[src/rtl/core/ksmc_pkg.sv]
// Package with sizes, codes and link types of the keyed stack.
`default_nettype none
package ksmc_pkg;

   // Store size and field widths.
   localparam int DEPTH  = 8;
   localparam int KEY_W  = 32;
   localparam int MOVE_W = 8;
   localparam int CNT_W  = $clog2(DEPTH + 1);
   localparam int IDX_W  = (DEPTH > 1) ? $clog2(DEPTH) : 1;
   localparam int STAT_W = 3;

   localparam logic [MOVE_W-1:0] MOVE_MAX = {MOVE_W{1'b1}};

   // Request operations.
   localparam logic FUNC_ADD    = 1'b0;
   localparam logic FUNC_REMOVE = 1'b1;

   // Result status codes.
   localparam logic [STAT_W-1:0] ST_ADDED    = 3'd0;
   localparam logic [STAT_W-1:0] ST_FULL     = 3'd1;
   localparam logic [STAT_W-1:0] ST_REMOVED  = 3'd2;
   localparam logic [STAT_W-1:0] ST_NOTFOUND = 3'd3;
   localparam logic [STAT_W-1:0] ST_EMPTY    = 3'd4;

   // Control broadcast to every cell for the request being taken.
   typedef struct packed {
      logic                    push;
      logic                    remove;
      logic signed [KEY_W-1:0] key;
      logic [CNT_W-1:0]        count;
   } ctrl_type;

   // Search link that runs from the top cell down to the bottom cell.
   typedef struct packed {
      logic                    hit;
      logic signed [KEY_W-1:0] key;
      logic [MOVE_W-1:0]       moves;
   } link_type;

   // Entry data handed down one slot when the gap closes.
   typedef struct packed {
      logic signed [KEY_W-1:0] key;
      logic [MOVE_W-1:0]       moves;
   } entry_type;

endpackage
`default_nettype wire

[src/rtl/core/keyed_stack_with_move_counts.sv]
// Top level of the keyed stack with move counts.
`default_nettype none
// Each request is taken as soon as it is given: busy never rises, and a request may be given
// in every cycle. Its result appears on the rsp_ ports in the cycle after the
// request, for exactly one cycle, marked by rsp_strobe; the receiver cannot
// stall, so it must take every result when it is shown. The search, the
// counter updates and the closing of the gap all happen in one pass down the
// row of DEPTH slot cells.
module keyed_stack_with_move_counts (
   input  wire logic                                clock,
   input  wire logic                                reset,
   input  wire logic                                start,
   output logic                                     busy,
   input  wire logic                                req_func,
   input  wire logic signed [ksmc_pkg::KEY_W-1:0]   req_key,
   output logic                                     rsp_strobe,
   output logic [ksmc_pkg::STAT_W-1:0]              rsp_status,
   output logic signed [ksmc_pkg::KEY_W-1:0]        rsp_key_out,
   output logic [ksmc_pkg::MOVE_W-1:0]              rsp_moves
);

   logic                              fire;
   logic [ksmc_pkg::CNT_W-1:0]        count_ff, count_in;
   logic                              strobe_ff;
   logic [ksmc_pkg::STAT_W-1:0]       status_ff, status_in;
   logic signed [ksmc_pkg::KEY_W-1:0] key_out_ff, key_out_in;
   logic [ksmc_pkg::MOVE_W-1:0]       moves_ff, moves_in;
   logic                              full;
   logic                              empty;
   ksmc_pkg::ctrl_type                ctrl;
   ksmc_pkg::link_type                links   [ksmc_pkg::DEPTH:0];
   ksmc_pkg::entry_type               entries [ksmc_pkg::DEPTH:0];

   assign busy  = 1'b0;
   assign fire  = start && !busy;
   assign full  = count_ff == ksmc_pkg::CNT_W'(ksmc_pkg::DEPTH);
   assign empty = count_ff == '0;

   // Request control broadcast to the cells.
   always_comb begin
      ctrl.push   = fire && (req_func == ksmc_pkg::FUNC_ADD);
      ctrl.remove = fire && (req_func == ksmc_pkg::FUNC_REMOVE);
      ctrl.key    = req_key;
      ctrl.count  = count_ff;
   end

   // Nothing comes down from above the top slot.
   assign links[ksmc_pkg::DEPTH]   = '0;
   assign entries[ksmc_pkg::DEPTH] = '0;

   // Row of slot cells, top slot at the high index.
   for (genvar i = 0; i < ksmc_pkg::DEPTH; i++) begin : g_cell
      ksmc_cell u_cell (
         .clock    (clock),
         .idx      (ksmc_pkg::IDX_W'(i)),
         .ctrl     (ctrl),
         .found    (links[0].hit),
         .link_up  (links[i+1]),
         .link_dn  (links[i]),
         .entry_up (entries[i+1]),
         .entry_dn (entries[i])
      );
   end

   // Result and count for the request.
   always_comb begin
      count_in   = count_ff;
      status_in  = ksmc_pkg::ST_ADDED;
      key_out_in = req_key;
      moves_in   = '0;
      if (req_func == ksmc_pkg::FUNC_ADD) begin
         if (full) begin
            status_in = ksmc_pkg::ST_FULL;
         end else begin
            status_in = ksmc_pkg::ST_ADDED;
            count_in  = count_ff + 1'b1;
         end
      end else if (empty) begin
         status_in = ksmc_pkg::ST_EMPTY;
      end else if (links[0].hit) begin
         status_in  = ksmc_pkg::ST_REMOVED;
         key_out_in = links[0].key;
         moves_in   = links[0].moves;
         count_in   = count_ff - 1'b1;
      end else begin
         status_in = ksmc_pkg::ST_NOTFOUND;
      end
   end

   // Control registers.
   always_ff @(posedge clock) begin
      if (reset) begin
         count_ff  <= '0;
         strobe_ff <= 1'b0;
      end else begin
         strobe_ff <= fire;
         if (fire) begin
            count_ff <= count_in;
         end
      end
   end

   // Result payload registers.
   always_ff @(posedge clock) begin
      if (fire) begin
         status_ff  <= status_in;
         key_out_ff <= key_out_in;
         moves_ff   <= moves_in;
      end
   end

   assign rsp_strobe  = strobe_ff;
   assign rsp_status  = status_ff;
   assign rsp_key_out = key_out_ff;
   assign rsp_moves   = moves_ff;

endmodule
`default_nettype wire

[src/rtl/core/ksmc_cell.sv]
// One stack slot: holds a key and a move counter and talks to its neighbors.
`default_nettype none
module ksmc_cell (
   input  wire logic                  clock,
   input  wire logic [ksmc_pkg::IDX_W-1:0] idx,
   input  wire ksmc_pkg::ctrl_type    ctrl,
   input  wire logic                  found,
   input  wire ksmc_pkg::link_type    link_up,
   output ksmc_pkg::link_type         link_dn,
   input  wire ksmc_pkg::entry_type   entry_up,
   output ksmc_pkg::entry_type        entry_dn
);

   logic signed [ksmc_pkg::KEY_W-1:0] key_ff, key_in;
   logic [ksmc_pkg::MOVE_W-1:0]       moves_ff, moves_in;
   logic                              occupied;
   logic                              match;
   logic                              first;
   logic                              passed;
   logic [ksmc_pkg::MOVE_W-1:0]       moves_kept;

   // The slot holds an entry when it lies below the count.
   assign occupied = ksmc_pkg::CNT_W'(idx) < ctrl.count;
   assign match    = occupied && (key_ff == ctrl.key);
   assign first    = match && !link_up.hit;
   assign passed   = occupied && !link_up.hit && !match;

   // Entries passed over by the search have their counter raised, saturating.
   always_comb begin
      moves_kept = moves_ff;
      if (passed && (moves_ff != ksmc_pkg::MOVE_MAX)) begin
         moves_kept = moves_ff + 1'b1;
      end
   end

   // Search result travels downward; the first hit from the top wins.
   always_comb begin
      link_dn.hit   = link_up.hit || first;
      link_dn.key   = first ? key_ff : link_up.key;
      link_dn.moves = first ? moves_ff : link_up.moves;
   end

   // The entry offered to the slot below when the gap closes.
   assign entry_dn = '{key: key_ff, moves: moves_kept};

   // Next slot contents. On a hit, the matching slot and every slot above it
   // take the entry from the slot above; slots below the match stay put.
   always_comb begin
      key_in   = key_ff;
      moves_in = moves_ff;
      if (ctrl.push && (ksmc_pkg::CNT_W'(idx) == ctrl.count)) begin
         key_in   = ctrl.key;
         moves_in = '0;
      end else if (ctrl.remove) begin
         if (found && !link_up.hit) begin
            key_in   = entry_up.key;
            moves_in = entry_up.moves;
         end else begin
            moves_in = moves_kept;
         end
      end
   end

   always_ff @(posedge clock) begin
      key_ff   <= key_in;
      moves_ff <= moves_in;
   end

endmodule
`default_nettype wire

[config.mk]
export PLATFORM = sky130hd
export DESIGN_NAME = keyed_stack_with_move_counts
export DESIGN_NICKNAME = d
export VERILOG_FILES = /design/src/rtl/core/ksmc_pkg.sv /design/src/rtl/core/keyed_stack_with_move_counts.sv /design/src/rtl/core/ksmc_cell.sv
export SDC_FILE = /design/constraint.sdc
export NUM_CORES = 1
export LEC_CHECK = 0
export BUFFER_PORTS_ARGS = -buffer_cell sky130_fd_sc_hd__buf_2
export CAP_MARGIN = 30
export CORE_ASPECT_RATIO = 1.25
export CORE_UTILIZATION = 57
export DETAILED_ROUTE_END_ITERATION = 10
export GPL_ROUTABILITY_DRIVEN = 1
export GPL_TIMING_DRIVEN = 1
export PLACE_DENSITY = 0.77
export SETUP_SLACK_MARGIN = 0.4
export SYNTH_ARGS = -nofsm -noshare
export SYNTH_HDL_FRONTEND = slang
export SYNTH_SLANG_ARGS = --single-unit
[constraint.sdc]
create_clock -name clock -period 5.7 [get_ports clock]
set_input_delay 1.14 -clock clock [delete_from_list [all_inputs] [get_ports clock]]
set_output_delay 1.14 -clock clock [all_outputs]
set_load 0.01 [all_outputs]
==> results.toml <==
[min_path]
hold_path.class = "reg -> reg"

[global_routing]
largest_net_degree_at_the_start_of_global_routing = 52
grt_first_pass_wirelength_um = 105000
all_layer_global_routing_usage_pct = 38.8
grt_pass1_vias = 15318
grt_antenna_before_repair = 0
grt.overflow.total = 0

[yosys]
yosys_register_bits = 368
yosys_warnings = 0
synth_cell_types = 80
mappedNetlistArea_sq_um = 21100
post_synth_main_area_contributors = "edfxtp_1 (43%), mux2_2 (11%), xnor2_1 (8.9%), dfxtp_1 (6.6%), xor2_1 (3.7%)"
synth_compound_gate_area_share_pct = 7.07
count_of_flip_flops_with_a_built_in_enable_after_synthesis = 299
synth_top_area_cell = "edfxtp_1"
synth-xor-area-share_pct = 12.5
synthesis.instances = 1903
synth_fa_ha_area_share_pct = 0.772
postSynth.topFlopCell = "edfxtp_1"
yosysSeqAreaShare_pct = 49.1
synth_fp_nets = 1952
syn_area_per_cell_sq_um = 11.1
synthSimpleGateAreaFrac_pct = 14.8
synth.area.mux_share_pct = 11.5
synth-async-reset-ratio_pct = 0
combinational_family_with_the_most_area_after_synthesis = "simple AND/OR/NAND/NOR gates"
synth_top_cell_area_share_pct = 42.6

[power]
power.density_nw_per_um2 = 274
vdd.ir_drop.worst_uv = 285
cellInternalPower_uw = 4760
net_sw_share_pct = 25.1
pwr-share-seq_pct = 47.8
p_leak_uw = 0.00798
p_sw_uw = 1590
combinationalPowerShare_pct = 8.9
pwr-share-clk_pct = 43.3
power.total_uw = 6350

[floorplan]
boundaryPins = 81
placeableCoreArea_sq_um = 36400
initial_core_util_pct = 57.9
dieWidth_um = 174
die_area_sq_um = 37800
num_rows = 78
die_y_um = 217

[layout]
sequential_cell_area_sq_um = 10400
layout-area-overhead-vs-synth_pct = 9.97
core_utilization_of_the_finished_layout_pct = 63.7
layout_commonest_cell = "edfxtp_1"
drive_gt1_share_pct = 22.6
antenna_cells_inserted = 0
footprint_of_the_multi_input_gates_sq_um = 9910
layout_common_cells = "edfxtp_1 (299), xnor2_1 (213), mux2_2 (199)"
num-fill-cells = 2922
fin_nets = 1953

[clock_network]
cts_setup_buffers = 0
holdBufCountCts = 0
clock_root_buffer_master = "clkbuf_16"
cts.clk_slew.worst_paths_ps = 60
maximum_clock_insertion_buffer_count = 3
cts_tree = "done"
cts.htree.levels = 2
clock_sinks = 368
worst_skew_late_latency_ps = 560
postCtsResizedCells = 0
cts_buffers = 40

[sta]
final_min_period_over_clock_period_pct = 73.2
setup-violations-final = 0
slew_violations = 0
max_slew.worst_pin.slew_ps = 1030
slew_headroom_pct = 30.2
timing.clock.skew_ps = 19.1
hold_viol = 0
final_critical_path_setup_slack_ps = 1530
period_minus_slack_ps = 4170
rsz_0062_raised_after_global_routing = "false"
timing.fmax_ghz = 0.240

[route]
drt_via_density = 6.54
first_pass_iters = 5
dr.first_iter.drc_count = 1509
wl_per_cell_um = 30.4
drt_wl_total_um = 73500
drc = 0
final_ant_viol_nets = 0
total_number_of_vias = 15806

[outcome]
run_status = "finished clean"

[setup_path]
cp.required_ps = 5880
worstPathMaxFanout = 32
setup.worst_path.class = "in -> reg"
end_kind = "register"
worstPathArrival_ps = 4350
setup.worst_path.start_class = "primary input"

[place]
place_worst_setup_slack_ps = 1000
finalWeightedCongestion = 0.982
port_buffers = 79
place_hpwl_um = 53700

[flow_run]
timing.max_cap.violations = 0
cells in the mapped netlist, types with 3 or more instances:
library cell,instances
and2_1,39
o21a_1,12
inv_1,17
nand4_1,90
nor3_1,29
a211oi_1,5
nand3_1,41
o31ai_1,3
or3_1,14
edfxtp_1,299
o21ai_0,57
or2_2,7
a221oi_1,3
xor2_1,89
a31oi_1,12
buf_1,11
buf_2,5
o211ai_1,10
buf_4,36
nor2b_1,6
nand2b_1,5
mux2i_1,16
nor2_1,64
ha_1,13
and3_1,16
a31o_2,6
or4_1,3
dfxtp_1,69
a2bb2oi_1,3
o221a_2,6
nand3b_1,10
xnor2_1,213
o221ai_1,6
and4_1,8
o22ai_1,9
a21o_1,17
mux2_2,199
nand2_1,189
nor4_1,36
a222oi_1,3
a21oi_1,57
clkbuf_1,111
nor4b_1,10
nand4b_1,3
buf_6,5
state kept, by name, summed over array words and instances (netlist names):
name	count
count_ff	4
rsp_key_out	32
g_cell.u_cell.key_ff	256
rsp_moves	8
g_cell.u_cell.moves_ff	64
rsp_status	3
rsp_strobe	1
power by group through the flow:
stage / registers [uW] / clock network [uW] / logic [uW]
4_1_cts: 3030 / 2770 / 554
3_5_place_dp: 3090 / 0 / 550
6_report: 3040 / 2750 / 564
5_1_grt: 3040 / 2860 / 590
3_3_place_gp: 3090 / 0 / 546
2_1_floorplan: 3070 / 0 / 349
through the flow:
stage / TNS, ps / instance area (sq um) / hold WS (ps) / instances
after floorplan: -23030 / 21100 / 455 / 1903
after global placement: 0 / 21800 / 509 / 2342
after detailed placement: 0 / 21800 / 509 / 2342
after CTS: 0 / 23200 / 520 / 2416
after global routing: 0 / 23200 / 551 / 2416
final: 0 / 23200 / 522 / 2416
final cells by class:
type / instances / share of cell area, %
multi-input cells: 1350 / 42.8
inverters: 17 / 0.275
clock inverters: 26 / 1.18
well taps: 480 / 2.59
flip-flops and latches: 368 / 44.7
repair buffers: 127 / 3.75
clock buffers: 48 / 4.76
critical path, cell delays in order:
cell,delay [ps]
buf_2,400
xnor2_1,270
nand4_1,170
nor4_1,70
and4_1,240
buf_4,220
or4_4,670
nor3_1,310
nand2_1,220
nand2_1,140
buf_4,470
per-layer routing:
metal / GRT usage [%] / vias up / wire length, um
li1: - / 6931 / -
met1: 43.2 / 7828 / 25600
met2: 66.9 / 820 / 36200
met3: 5.92 / 227 / 5180
met4: 29.9 / 0 / 6580
met5: 0 / - / 0
logic make-up after synthesis:
logic type / count (synthesis)
DFF: 368
other: 1
xor gates and xnor gates: 302
AOI/OAI and AO/OA: 229
and+or+nand+nor: 589
adders and majority gates: 13
muxes: 216
buffers and inverters: 185
final timing paths:
| check | to | slack (ps) | startpoint | cells past startpoint |
|---|---|---|---|---|
| worst max-delay path | g_cell[0].u_cell.key_ff[28] | 1530 | req_key[14] | 11 |
| worst min-delay path | g_cell[6].u_cell.moves_ff[2] | 520 | g_cell[6].u_cell.moves_ff[2] | 2 |
| worst max register to register | g_cell[3].u_cell.moves_ff[6] | 1850 | count_ff[1] | 10 |
| worst min register to register | g_cell[6].u_cell.moves_ff[2] | 520 | g_cell[6].u_cell.moves_ff[2] | 2 |
No activity file was read; power rests on OpenSTA's default activity.
